`src/hw/rtl/scpf_pkg.sv`:
```
package scpf_pkg;

    // Framing constants.
    localparam logic [7:0]  SYNC_BYTE_0 = 8'hAA;
    localparam logic [7:0]  SYNC_BYTE_1 = 8'h55;
    localparam logic [15:0] CRC_POLY_REFL = 16'hA001;
    localparam logic [15:0] CRC_INIT = 16'h0000;

    // Item kinds carried on the input tuser bit.
    localparam logic ACT_START   = 1'b0;
    localparam logic ACT_PAYLOAD = 1'b1;

    // Largest number of bytes one item can cause, and the counter width for it.
    localparam int BURST_MAX = 10;
    localparam int CNT_W     = $clog2(BURST_MAX + 1);

    localparam logic [CNT_W-1:0] CNT_HDR      = CNT_W'(8);
    localparam logic [CNT_W-1:0] CNT_HDR_CRC  = CNT_W'(10);
    localparam logic [CNT_W-1:0] CNT_DATA     = CNT_W'(1);
    localparam logic [CNT_W-1:0] CNT_DATA_CRC = CNT_W'(3);
    localparam logic [CNT_W-1:0] CNT_NONE     = CNT_W'(0);

    // All bytes caused by one item, lowest entry sent first.
    typedef struct packed {
        logic [BURST_MAX-1:0][7:0] bytes;
        logic [CNT_W-1:0]          count;
        logic                      frame_end;
    } t_burst;

    // One byte folded into a reflected CRC-16 (ARC polynomial).
    function automatic logic [15:0] crc16_fold(input logic [15:0] crc, input logic [7:0] din);
        logic [15:0] c;
        c = crc ^ {8'h00, din};
        for (int i = 0; i < 8; i++) begin
            if (c[0]) begin
                c = (c >> 1) ^ CRC_POLY_REFL;
            end else begin
                c = c >> 1;
            end
        end
        return c;
    endfunction

endpackage

```
`src/hw/rtl/scpf_core.sv`:
```
module scpf_core
    import scpf_pkg::*;
(
    input  logic        i_clk,
    input  logic        i_rst_n,
    input  logic        i_valid,
    output logic        o_ready,
    input  logic        i_action,
    input  logic [7:0]  i_command,
    input  logic [7:0]  i_payload_len,
    input  logic [7:0]  i_data_byte,
    input  logic        i_load_ok,
    output logic        o_load,
    output t_burst      o_burst
);

    logic        r_in_valid;
    logic        r_action;
    logic [7:0]  r_command;
    logic [7:0]  r_len;
    logic [7:0]  r_data;

    logic [31:0] r_seq;
    logic [15:0] r_crc;
    logic [7:0]  r_remaining;
    logic        r_open;

    logic [31:0] n_seq;
    logic [15:0] n_crc;
    logic [7:0]  n_remaining;
    logic        n_open;
    logic        n_in_valid;

    logic        accept;
    logic [7:0]  len_byte;
    logic [7:0]  rem_dec;
    t_burst      burst;

    assign o_ready = !r_in_valid || i_load_ok;
    assign accept  = i_valid && o_ready;
    assign o_load  = r_in_valid && i_load_ok;
    assign n_in_valid = accept ? 1'b1 : (o_load ? 1'b0 : r_in_valid);

    assign len_byte = r_len + 8'd1;
    assign rem_dec  = r_remaining - 8'd1;

    always_comb begin
        n_seq       = r_seq;
        n_crc       = r_crc;
        n_remaining = r_remaining;
        n_open      = r_open;
        burst.bytes     = '0;
        burst.count     = CNT_NONE;
        burst.frame_end = 1'b0;
        if (r_action == ACT_START) begin
            n_seq       = r_seq + 32'd1;
            n_crc       = crc16_fold(CRC_INIT, r_command);
            n_remaining = r_len;
            n_open      = (r_len != 8'd0);
            burst.bytes[0] = SYNC_BYTE_0;
            burst.bytes[1] = SYNC_BYTE_1;
            burst.bytes[2] = r_seq[31:24];
            burst.bytes[3] = r_seq[23:16];
            burst.bytes[4] = r_seq[15:8];
            burst.bytes[5] = r_seq[7:0];
            burst.bytes[6] = len_byte;
            burst.bytes[7] = r_command;
            burst.bytes[8] = n_crc[7:0];
            burst.bytes[9] = n_crc[15:8];
            burst.count     = (r_len == 8'd0) ? CNT_HDR_CRC : CNT_HDR;
            burst.frame_end = (r_len == 8'd0);
        end else if (r_open) begin
            n_crc       = crc16_fold(r_crc, r_data);
            n_remaining = rem_dec;
            n_open      = (rem_dec != 8'd0);
            burst.bytes[0] = r_data;
            burst.bytes[1] = n_crc[7:0];
            burst.bytes[2] = n_crc[15:8];
            burst.count     = (rem_dec == 8'd0) ? CNT_DATA_CRC : CNT_DATA;
            burst.frame_end = (rem_dec == 8'd0);
        end
    end

    assign o_burst = burst;

    always_ff @(posedge i_clk) begin
        if (!i_rst_n) begin
            r_in_valid  <= 1'b0;
            r_seq       <= '0;
            r_crc       <= '0;
            r_remaining <= '0;
            r_open      <= 1'b0;
        end else begin
            r_in_valid <= n_in_valid;
            if (o_load) begin
                r_seq       <= n_seq;
                r_crc       <= n_crc;
                r_remaining <= n_remaining;
                r_open      <= n_open;
            end
        end
    end

    always_ff @(posedge i_clk) begin
        if (accept) begin
            r_action  <= i_action;
            r_command <= i_command;
            r_len     <= i_payload_len;
            r_data    <= i_data_byte;
        end
    end

`ifndef NO_ASSERTIONS
    // A frame is open exactly while payload bytes are still owed.
    a_open_matches_remaining: assert property (@(posedge i_clk) disable iff (!i_rst_n)
        r_open == (r_remaining != 8'd0))
        else $error("frame open flag disagrees with remaining count");

    // Every start item advances the sequence number by one.
    a_seq_advances: assert property (@(posedge i_clk) disable iff (!i_rst_n)
        (o_load && r_action == ACT_START) |=> (r_seq == $past(r_seq) + 32'd1))
        else $error("sequence number did not advance on start");
`endif

endmodule

```
`src/hw/rtl/scpf_burst.sv`:
```
module scpf_burst
    import scpf_pkg::*;
(
    input  logic        i_clk,
    input  logic        i_rst_n,
    input  logic        i_load,
    input  t_burst      i_burst,
    output logic        o_load_ok,
    output logic        o_valid,
    input  logic        i_ready,
    output logic [7:0]  o_byte,
    output logic        o_last,
    output logic        o_frame_last
);

    logic [BURST_MAX-1:0][7:0] r_bytes;
    logic [CNT_W-1:0]          r_cnt;
    logic                      r_frame_end;

    logic take;

    assign o_valid      = (r_cnt != CNT_NONE);
    assign take         = o_valid && i_ready;
    assign o_load_ok    = (r_cnt == CNT_NONE) || ((r_cnt == CNT_DATA) && i_ready);
    assign o_byte       = r_bytes[0];
    assign o_last       = (r_cnt == CNT_DATA);
    assign o_frame_last = r_frame_end && (r_cnt == CNT_DATA);

    always_ff @(posedge i_clk) begin
        if (!i_rst_n) begin
            r_cnt <= CNT_NONE;
        end else if (i_load) begin
            r_cnt <= i_burst.count;
        end else if (take) begin
            r_cnt <= r_cnt - CNT_DATA;
        end
    end

    always_ff @(posedge i_clk) begin
        if (i_load) begin
            r_bytes     <= i_burst.bytes;
            r_frame_end <= i_burst.frame_end;
        end else if (take) begin
            r_bytes <= r_bytes >> 8;
        end
    end

`ifndef NO_ASSERTIONS
    a_cnt_bound: assert property (@(posedge i_clk) disable iff (!i_rst_n)
        r_cnt <= CNT_W'(BURST_MAX))
        else $error("burst count beyond its maximum");

    // A new burst is only loaded once the current one has gone or is leaving.
    a_load_safe: assert property (@(posedge i_clk) disable iff (!i_rst_n)
        i_load |-> (r_cnt == CNT_NONE || (r_cnt == CNT_DATA && i_ready)))
        else $error("burst overwritten before it was sent");
`endif

endmodule

```
`src/hw/rtl/seq_crc16_packet_framer.sv`:
```
// Packet framer with sequence numbers and a CRC-16/ARC trailer. Each input
// item is either a start (tuser low) carrying a command and a payload length,
// or a payload byte (tuser high). A start sends the eight header bytes 0xAA,
// 0x55, the 32-bit sequence number high byte first, length plus one and the
// command, then bumps the sequence number; a zero length closes the frame at
// once with the two CRC bytes, low byte first. Payload bytes of an open frame
// pass straight through, and the last counted one is followed by the CRC.
// Payload bytes with no frame open are dropped, and a start abandons any open
// frame. The output sends one byte per cycle while m_axis_tready is high. An
// item causes one byte for a payload byte, three for the last payload byte,
// eight for a start and ten for a start with zero length. A dropped payload
// byte causes no bytes but still passes through the pipeline. An accepted
// item sits in the input register and moves to the output register in the
// cycle the last byte of the previous item leaves, and the input takes a new
// item in that same cycle. With an idle output an item's first byte is offered
// once it has passed the input register and then the output register; payload
// items other than a frame's last flow at one item per cycle while tready is high.
module seq_crc16_packet_framer
    import scpf_pkg::*;
(
    input  logic        i_clk,
    input  logic        i_rst_n,
    // Input items.
    input  logic        s_axis_tvalid,
    output logic        s_axis_tready,
    input  logic [23:0] s_axis_tdata,  // command [7:0], payload_len [15:8], data_byte [23:16]
    input  logic        s_axis_tuser,  // action: 0 start, 1 payload byte
    // Framed byte stream.
    output logic        m_axis_tvalid,
    input  logic        m_axis_tready,
    output logic [7:0]  m_axis_tdata,  // out_byte [7:0]
    output logic        m_axis_tlast,  // last byte caused by one input item
    output logic        m_axis_tuser   // frame_last: high CRC byte of the frame
);

    logic   load_ok;
    logic   load;
    t_burst burst;

    // Input register, framing state and the byte set for the held item.
    scpf_core u_core (
        .i_clk         (i_clk),
        .i_rst_n       (i_rst_n),
        .i_valid       (s_axis_tvalid),
        .o_ready       (s_axis_tready),
        .i_action      (s_axis_tuser),
        .i_command     (s_axis_tdata[7:0]),
        .i_payload_len (s_axis_tdata[15:8]),
        .i_data_byte   (s_axis_tdata[23:16]),
        .i_load_ok     (load_ok),
        .o_load        (load),
        .o_burst       (burst)
    );

    // Result register that shifts the item's bytes out one per cycle while m_axis_tready is high.
    scpf_burst u_burst (
        .i_clk        (i_clk),
        .i_rst_n      (i_rst_n),
        .i_load       (load),
        .i_burst      (burst),
        .o_load_ok    (load_ok),
        .o_valid      (m_axis_tvalid),
        .i_ready      (m_axis_tready),
        .o_byte       (m_axis_tdata),
        .o_last       (m_axis_tlast),
        .o_frame_last (m_axis_tuser)
    );

endmodule

```
`config.mk`:
```
export PLATFORM = sky130hd
export DESIGN_NAME = seq_crc16_packet_framer
export DESIGN_NICKNAME = d
export VERILOG_FILES = /design/src/hw/rtl/scpf_pkg.sv /design/src/hw/rtl/scpf_core.sv /design/src/hw/rtl/scpf_burst.sv /design/src/hw/rtl/seq_crc16_packet_framer.sv
export SDC_FILE = /design/constraint.sdc
export NUM_CORES = 1
export LEC_CHECK = 0
export ABC_AREA = 0
export BUFFER_PORTS_ARGS = -buffer_cell sky130_fd_sc_hd__buf_4
export CAP_MARGIN = 30
export CORE_MARGIN = 5
export CORE_UTILIZATION = 50
export DETAILED_ROUTE_END_ITERATION = 7
export GPL_TIMING_DRIVEN = 1
export PLACE_DENSITY_LB_ADDON = 0.08
export SYNTH_ARGS = -nofsm -noshare
export SYNTH_HDL_FRONTEND = slang
export SYNTH_SLANG_ARGS = --single-unit
```
`constraint.sdc`:
```
create_clock -name i_clk -period 8.9 [get_ports i_clk]
set_input_delay 1.335 -clock i_clk [delete_from_list [all_inputs] [get_ports i_clk]]
set_output_delay 1.335 -clock i_clk [all_outputs]
set_load 0.01 [all_outputs]
```
==> impl_metrics.tcl, run 1 <==
set metrics [dict create \
    synth_area_um2 7690 \
    final_nets 787 \
    postSynthCellCount 732 \
    area_delta_synth_final_pct 13.2 \
    numCtsBuffers 17 \
    hold_depth 2 \
    port_buffers 40 \
    cts_tree "built" \
    switching_share_pct 32.5 \
    rrSetupSlack_ns 5.68 \
    grt_pass1_vias 5356 \
    end_kind "register" \
    n_antenna_cell 0 \
    path_max_fanout 104 \
    antenna_found_initial 0 \
    core_um2 15100 \
    power_switching_uw 919 \
    vias 5480 \
    fill_cells 1273 \
    arrival_ns 3.70 \
    grt_overflow 0 \
    path_class "input pin to register" \
    status "finished, final reports clean" \
    cts.repair.resized 0 \
    pwr-share-seq_pct 45.9 \
    htreeDepth 4 \
    finalMaxSlewViolations 0 \
    cts_buffer_depth 2 \
    drt_iter0_drc 488 \
    grt_max_degree 105 \
    period_share_pct 39.7 \
    worst_pin_slew_ns 1.00 \
    wl_um 17500 \
    skew_ns 0.0113 \
    clk_latency_ns 0.43 \
    ys_types 52 \
    multi_input_area_um2 2980 \
    cts_hold_buf 0 \
    final-seq-area_um2 4420 \
    gp_congestion 0.844 \
    syn_nets 769 \
    power_density_nw_per_um2 325 \
    crit_required_ns 9.07 \
    p_leak_uw 0.00311 \
    synthFlopType "edfxtp_1" \
    fin_setup_tns_ns 0 \
    fmax_mhz 283 \
    cts.sinks 168 \
    track_usage_pct 20.2 \
    die_h_um 134 \
    ys_ff_latch 168 \
    avgSynthCellArea_um2 10.5 \
    via_per_inst 5.76 \
    layout-drive-gt1-share_pct 11.7 \
    seq_area_frac_synth_pct 57.5 \
    hold_viol 0 \
    ys_warn_count 0 \
    dp_hpwl_um 11300 \
    fin_util_pct 57.5 \
    start_util_pct 50.8 \
    max_slew_margin_pct 32.8 \
    worstHoldPathType "register to register" \
    cts_root_buffer "clkbuf_16" \
    grt_first_pass_wirelength_um 28100 \
    rows 45 \
    place_inst 917 \
    start_kind "input pin" \
    pwr-share-clk_pct 26.0 \
    synth_edf_count 106 \
    period_needed_ns 3.53 \
    internal_power_uw 1910 \
    post_cts_buffers 0 \
    async_flop_share_pct 0 \
    die_w_um 134 \
    wl_per_cell_um 18.4 \
    reg2regPathDepth 10 \
    ant_nets 0 \
    setup_violations 0 \
    clk_pin_slew_ns 0.06 \
    maxCapViolCount 0 \
    irDropWorstVdd_v 0.000240 \
    dieArea_um2 18000 \
    rsz0062_at_grt "false" \
    instances_no_fill 951 \
    drc 0 \
    boundaryPins 41 \
    combPwrFrac_pct 28.1 \
    firstDrtPassIters 5 \
]
[synth_stat cells, types with 2 or more instances]
master,instances,area [um^2]
a211oi_1,3,22.5
a21o_1,3,22.5
a21oi_1,26,130
a221oi_1,3,26.3
a22o_1,8,70.1
a22oi_1,6,45.0
a31oi_1,6,37.5
and2_1,12,75.1
and3_1,7,43.8
and4_1,4,35.0
buf_1,7,26.3
buf_4,10,75.1
clkbuf_1,32,120
dfxtp_1,62,1240
edfxtp_1,106,3180
ha_1,8,100
inv_1,16,60.1
mux2_2,2,22.5
mux2i_1,10,100
nand2_1,112,420
nand2_2,2,12.5
nand3_1,26,130
nand4_1,13,81.3
nor2_1,67,251
nor3_1,7,35.0
nor3b_1,2,15.0
nor4_1,3,18.8
nor4b_4,2,47.6
o211ai_1,4,30.0
o21a_1,7,52.6
o21ai_0,60,300
o221ai_1,5,43.8
o31ai_1,3,22.5
or3_1,5,31.3
xnor2_1,36,315
xnor3_1,2,45.0
xor2_1,30,263
[cells by family (layout without fill, tap and decap cells)]
kind of cell	Yosys count	after routing	synth area share, %
simple gates	269	269	16.3
flops	168	168	57.5
compound gates	140	140	11.1
xor+xnor	69	69	8.41
buf+inv	66	97	3.71
mux	12	12	1.59
fa+ha+maj	8	8	1.30
[routing by layer]
layer,track usage [%],wire (um),part of all wire (%),up-vias
met5,0,0,0,-
met3,3.64,809,4.6,30
met2,32.5,8360,48,173
met4,8.40,457,2.6,0
met1,27.1,7900,45,2663
li1,-,-,-,2614
[worst paths after layout]
path / from / end
setup reg to reg: u_burst.r_cnt[0] / u_burst.r_bytes[23]
setup / recovery: m_axis_tready / u_burst.r_bytes[23]
hold / removal: u_core.r_remaining[6] / u_core.r_remaining[6]
hold reg to reg: u_core.r_remaining[6] / u_core.r_remaining[6]
[cell type report]
| cell class | instances | share of cell area (%) |
|---|---|---|
| flip-flops and latches | 168 | 50.8 |
| multi-input cells | 498 | 34.3 |
| clock buffers | 18 | 4.93 |
| repair buffers | 48 | 4.83 |
| well taps | 188 | 2.70 |
| clock inverters | 14 | 1.70 |
| inverters | 17 | 0.748 |
[power by group through the flow]
stage          sequential (uW)  clock, uW  combinational, uW
2_1_floorplan             1270          0                577
6_report                  1300        735                794
3_3_place_gp              1310          0                748
5_1_grt                   1320        777                886
3_5_place_dp              1310          0                773
4_1_cts                   1300        742                777
[worst max-delay path, cell delays in order]
cell      delay, ns
buf_4          0.12
a21o_1         0.19
nand2_2        0.07
buf_4          0.68
clkinv_1       0.55
buf_16         0.32
and3_1         0.19
a21oi_1        0.10
o21ai_0        0.11
[metrics by stage]
stage	hold WS (ns)	power [uW]	cell area (um^2)	setup WS [ns]
detailed placement	0.462	2080	8070	4.26
global placement	0.458	2060	8040	4.40
floorplan	0.445	1850	7690	5.27
CTS	0.472	2820	8650	4.75
global route	0.503	2980	8700	5.05
finish	0.471	2830	8700	5.37
[cells in the final DEF (no fill, tap or decap), types with 10 or more instances in the layout]
cell       count
xnor2_1       36
o21ai_0       60
clkbuf_16     17
nand2_1      111
a21oi_1       26
xor2_1        30
nand4_1       13
inv_1         15
mux2i_1       10
and2_1        12
dfxtp_1       62
nor2_1        67
buf_4         45
edfxtp_1     106
nand3_1       26
[registers in the layout (all words and copies together) (netlist names)]
| signal | cells |
|---|---|
| u_burst.o_byte | 8 |
| u_burst.r_bytes | 72 |
| u_burst.r_cnt | 4 |
| u_burst.r_frame_end | 1 |
| u_core.r_action | 1 |
| u_core.r_command | 8 |
| u_core.r_crc | 16 |
| u_core.r_data | 8 |
| u_core.r_in_valid | 1 |
| u_core.r_len | 8 |
| u_core.r_open | 1 |
| u_core.r_remaining | 8 |
| u_core.r_seq | 32 |
Power figures use the tool's default switching activity.
==> inputs of run 2 (changes only) <==
==> constraint.sdc (replaced) <==
create_clock -name i_clk -period 3.55 [get_ports i_clk]
set_input_delay 0.5325 -clock i_clk [delete_from_list [all_inputs] [get_ports i_clk]]
set_output_delay 0.5325 -clock i_clk [all_outputs]
set_load 0.01 [all_outputs]
==> run 2 against run 1 <==
Hold slack worse by 0.19 ns. Via count down 0.84%. Wire length up 0.33%. Power up 140%. Largest cell class unchanged. Largest power group unchanged. Worst setup slack worse by 4.4 ns.
==> impl_metrics.tcl, run 2 (synthesis gave the netlist of run 1 again) <==
set metrics [dict create \
    dp_hpwl_um 11800 \
    largest_register "u_burst.r_bytes" \
    path_class "register to register" \
    place_inst 922 \
    max_slew_margin_pct 36.8 \
    cts_root_buffer "clkbuf_16" \
    final_common_cell "nand2_1" \
    grt_first_pass_wirelength_um 28600 \
    cpMaxStageDelayCell "nor4b_4" \
    cts.sinks 168 \
    max_stage_delay_ns 0.83 \
    path_max_fanout 13 \
    fin_ws_ns 1.01 \
    crit_required_ns 3.90 \
    area_delta_synth_final_pct 12.3 \
    hold_viol 0 \
    instances_no_fill 954 \
    setup_violations 0 \
    post-place-ws_ns 1.00 \
    maxCapViolCount 0 \
    largest_registers "u_burst.r_bytes (72), u_core.r_seq (32), u_core.r_crc (16)" \
    cts_tree "built" \
    cts_hold_buf 0 \
    cts.repair.resized 0 \
    pwr-share-seq_pct 46.9 \
    status "finished, final reports clean" \
    boundaryPins 41 \
    fin_util_pct 57.0 \
    end_kind "register" \
    grt_overflow 0 \
    cpLargestDelayFamily "simple AND/OR/NAND/NOR gates" \
    port_buffers 40 \
    rsz0062_at_grt "false" \
    drt_iter0_drc 587 \
    grt_max_degree 81 \
    crit_chain "or4b_4, nor4b_4, nand2_2, or3_1, a21oi_1" \
    layout-drive-gt1-share_pct 11.9 \
    vias 5434 \
    track_usage_pct 20.4 \
    firstDrtPassIters 5 \
    worstHoldPathType "input pin to register" \
    cp_num_buf_inv 0 \
    largest_reg_flops 72 \
    cts_buffer_depth 2 \
    drc 0 \
    core_um2 15100 \
    wl_um 17600 \
    arrival_ns 2.89 \
    pwr-share-clk_pct 24.3 \
    dieArea_um2 18000 \
    power_switching_uw 2280 \
    final_nets 790 \
    p_leak_uw 0.00310 \
    die_w_um 134 \
    clk_pin_slew_ns 0.07 \
    fin_setup_tns_ns 0 \
    numCtsBuffers 17 \
    switching_share_pct 33.1 \
    period_needed_ns 2.54 \
    grt_pass1_vias 5471 \
    start_util_pct 50.8 \
    via_per_inst 5.70 \
    start_kind "register" \
    combPwrFrac_pct 28.8 \
    irDropWorstVdd_v 0.000437 \
    gp_congestion 0.864 \
    skew_ns 0.00847 \
    rows 45 \
    fmax_mhz 394 \
    n_antenna_cell 0 \
    worst_pin_slew_ns 0.944 \
    post_cts_buffers 0 \
    die_h_um 134 \
    wl_per_cell_um 18.4 \
    htreeDepth 4 \
    final_cell_mix "nand2_1, edfxtp_1, nor2_1" \
    power_density_nw_per_um2 798 \
    ant_nets 0 \
    internal_power_uw 4610 \
    finalMaxSlewViolations 0 \
    period_share_pct 71.5 \
    clk_latency_ns 0.43 \
    antenna_found_initial 0 \
]
run 2: worst paths after layout:
check | startpoint | to | slack, ns | cells past startpoint
setup / recovery | u_burst.r_cnt[3] | u_core.r_seq[30] | 1.01 | 5
hold / removal | s_axis_tdata[14] | u_core.r_len[6] | 0.28 | 1
setup reg to reg | u_burst.r_cnt[3] | u_core.r_seq[30] | 1.01 | 5
hold reg to reg | u_core.r_remaining[6] | u_core.r_remaining[6] | 0.48 | 2
run 2: area by class of cell:
| type | instances | area, um^2 |
|---|---|---|
| clock buffers | 18 | 429 |
| inverters | 17 | 65.1 |
| repair buffers | 51 | 395 |
| clock inverters | 14 | 100 |
| fillers | 1286 | 6520 |
| multi-input cells | 498 | 2980 |
| well taps | 188 | 235 |
| flip-flops and latches | 168 | 4420 |
run 2: power by group through the flow:
stage                     clock (uW)  combinational, uW  sequential [uW]
after global routing            1780               2200             3280
after CTS                       1700               2000             3230
final                           1670               1990             3230
after global placement             0               1960             3260
after detailed placement           0               1980             3260
after floorplan                    0               1450             3180
run 2: per-stage QoR:
stage / cell area, um^2 / total power (uW) / hold slack [ns]
2_1_floorplan: 7690 / 4630 / 0.445
3_3_place_gp: 8100 / 5210 / 0.457
3_5_place_dp: 8100 / 5240 / 0.467
4_1_cts: 8630 / 6930 / 0.262
5_1_grt: 8630 / 7260 / 0.256
6_report: 8630 / 6890 / 0.277
run 2: metal layers:
| metal | GRT usage [%] | routed length (um) | vias up |
|---|---|---|---|
| met5 | 0 | 0 | - |
| met4 | 7.94 | 395 | 0 |
| li1 | - | - | 2617 |
| met1 | 27.4 | 8020 | 2656 |
| met2 | 32.4 | 8410 | 133 |
| met3 | 4.58 | 766 | 28 |
==> inputs of run 3 (changes only) <==
--- a/config.mk
+++ b/config.mk
@@ -5,7 +5,7 @@
 export SDC_FILE = /design/constraint.sdc
 export NUM_CORES = 1
 export LEC_CHECK = 0
-export ABC_AREA = 0
+export ABC_AREA = 1
 export BUFFER_PORTS_ARGS = -buffer_cell sky130_fd_sc_hd__buf_4
 export CAP_MARGIN = 30
 export CORE_MARGIN = 5
==> constraint.sdc (replaced) <==
create_clock -name i_clk -period 2.4 [get_ports i_clk]
set_input_delay 0.36 -clock i_clk [delete_from_list [all_inputs] [get_ports i_clk]]
set_output_delay 0.36 -clock i_clk [all_outputs]
set_load 0.01 [all_outputs]
==> run 3 against run 2 <==
Clock skew increased by 0.0037 ns. Cell area grew 7.0%. Non-clock buffer count rose by 17. Global-route usage grew 1.8 points. Maximum frequency is 14% higher. Sequential share of layout area decreased by 3.3 points.
==> impl_metrics.tcl, run 3 <==
set metrics [dict create \
    holdWs_ns 0.103 \
    synth.largest_area_cell "edfxtp_1" \
    maxCapViolCount 0 \
    skew_ns 0.0121 \
    period_needed_ns 2.22 \
    n_antenna_cell 0 \
    rsz0062_at_grt "false" \
    wl_um 19500 \
    irDropWorstVdd_v 0.000925 \
    area_delta_synth_final_pct 15.9 \
    largest_register "u_burst.r_bytes" \
    grt_pass1_vias 6268 \
    firstDrtPassIters 5 \
    end_kind "register" \
    dp_hpwl_um 14100 \
    final_area_um2 9240 \
    worst_pin_slew_ns 0.544 \
    final_nets 973 \
    track_usage_pct 22.2 \
    max_slew_margin_pct 63.3 \
    synth_edf_count 106 \
    grt_overflow 0 \
    synthTopCellsByArea "edfxtp_1, dfxtp_1, nand2_1" \
    yosysMostFrequentCell "nand2_1" \
    grt_first_pass_wirelength_um 31900 \
    vias 6356 \
    pwr-share-seq_pct 45.2 \
    ys_warn_count 0 \
    fill_cells 1399 \
    synthFlopType "edfxtp_1" \
    power_switching_uw 3370 \
    numCtsBuffers 17 \
    setup_violations 0 \
    gp_congestion 0.958 \
    synth_common_cells "nand2_1, edfxtp_1, inv_1" \
    ys_types 42 \
    cts_root_buffer "clkbuf_16" \
    postSynthCellCount 890 \
    cts_buffer_depth 2 \
    cts_hold_buf 0 \
    cpMaxStageDelayCell "dfxtp_2" \
    pwr-share-clk_pct 26.5 \
    die_h_um 136 \
    internal_power_uw 7270 \
    final_common_cell "nand2_1" \
    die_w_um 136 \
    antenna_found_initial 0 \
    largest_registers "u_burst.r_bytes (72), u_core.r_seq (32), u_core.r_crc (16)" \
    core_um2 15800 \
    synth_area_um2 7970 \
    worstHoldPathType "input pin to register" \
    largest_reg_flops 72 \
    clk_pin_slew_ns 0.06 \
    netlist.area_leader.share_pct 40.0 \
    ys_ff_latch 168 \
    boundaryPins 41 \
    p_leak_uw 0.00357 \
    drc 0 \
    finalMaxSlewViolations 0 \
    path_max_fanout 8 \
    crit_chain "inv_2, ha_1, nand3_2, o21ai_2, nand2_2, nor2_4, buf_4, nand3_4, nor2_4, nand3_2, nor2_4, nand2_1, o21ai_1, a21oi_1" \
    wl_per_cell_um 16.8 \
    layout-drive-gt1-share_pct 13.2 \
    switching_share_pct 31.7 \
    port_buffers 40 \
    avgSynthCellArea_um2 8.95 \
    rows 46 \
    seq_area_frac_synth_pct 55.5 \
    htreeDepth 4 \
    clk_latency_ns 0.43 \
    drt_iter0_drc 524 \
    power_density_nw_per_um2 1150 \
    post-place-ws_ns 0.156 \
    combPwrFrac_pct 28.3 \
    crit_required_ns 2.71 \
    syn_nets 927 \
    arrival_ns 2.53 \
    path_class "register to register" \
    cts_tree "built" \
    critPathMostFrequentCell "nor2_4" \
    hold_viol 0 \
    via_per_inst 5.46 \
    fin_ws_ns 0.178 \
    period_share_pct 92.6 \
    dieArea_um2 18600 \
    final_cell_mix "nand2_1, edfxtp_1, inv_1" \
    status "finished, final reports clean" \
    start_util_pct 50.5 \
    ant_nets 0 \
    max_stage_delay_ns 0.33 \
    cts.sinks 168 \
    place_area_um2 8600 \
    fin_setup_tns_ns 0 \
    fmax_mhz 450 \
    async_flop_share_pct 0 \
    start_kind "register" \
    grt_max_degree 44 \
]
-- run 3: cell types whose count changed after synthesis, sizes merged, moves of 12 or more --
cell / delta
nand2: +117
nor3: +18
o21ai: +19
and2: -12
inv: +80
xnor2: -26
a21oi: +27
-- run 3: final cells by class --
| type | instances | area (um^2) | share of cell area, % |
|---|---|---|---|
| Clock buffer | 23 | 448 | 4.85 |
| Clock inverter | 9 | 150 | 1.63 |
| Inverter | 98 | 372 | 4.02 |
| Multi-Input combinational cell | 583 | 3010 | 32.6 |
| Sequential cell | 168 | 4430 | 47.9 |
| Tap cell | 216 | 270 | 2.93 |
| Timing Repair Buffer | 68 | 561 | 6.07 |
-- run 3: kinds of logic after synthesis --
family	after synthesis	share of synthesized area, %
and+or+nand+nor	371	20.3
AOI/OAI and AO/OA	171	12.2
DFF	168	55.5
buffers and inverters	139	7.13
xor gates and xnor gates	33	3.63
adders and majority gates	8	1.26
-- run 3: per-layer routing --
| layer | up-vias | share of wire (%) | global-route usage (%) |
|---|---|---|---|
| met5 | - | 0 | 0 |
| met4 | 0 | 1.9 | 7.89 |
| met3 | 28 | 5.7 | 3.96 |
| met2 | 211 | 49 | 37.0 |
| met1 | 3027 | 43 | 29.3 |
| li1 | 3090 | - | - |
-- run 3: timing repair --
action | 4_1_cts | 5_1_grt
resized for setup | 0 | 1
buffers inserted | 0 | 5
endpoints found under the setup margin | 0 | 5
-- run 3: power by group through the flow --
stage	clock [uW]	combinational, uW	sequential [uW]
after floorplan	0	2100	4740
after global placement	0	2950	4840
after detailed placement	0	3020	4860
after CTS	2860	3030	4810
after global routing	2990	3370	4890
final	2820	3010	4810
-- run 3: path summary, 6_finish.rpt --
| check | depth (start not counted) | slack [ns] | from | end |
|---|---|---|---|---|
| hold / removal | 1 | 0.10 | s_axis_tuser | u_core.r_action |
| setup / recovery | 14 | 0.18 | u_burst.r_cnt[1] | u_core.r_seq[13] |
| hold reg to reg | 2 | 0.48 | u_core.r_seq[31] | u_core.r_seq[31] |
| setup reg to reg | 14 | 0.18 | u_burst.r_cnt[1] | u_core.r_seq[13] |
-- run 3: critical path, delay by kind of cell, from the launching register on --
kind,cells,cell delay [ns]
buf+inv,2,0.26
compound gates,3,0.32
fa+ha+maj,1,0.16
flops,1,0.33
simple gates,8,1.02
-- run 3: per-stage QoR --
step / std cells / utilization, % / total power, uW
after floorplan: 890 / - / 6850
after global placement: 1128 / 54.5 / 7780
after detailed placement: 1128 / 54.5 / 7880
after CTS: 1160 / 58.3 / 10700
after global routing: 1165 / 58.6 / 11300
final: 1165 / 58.6 / 10600
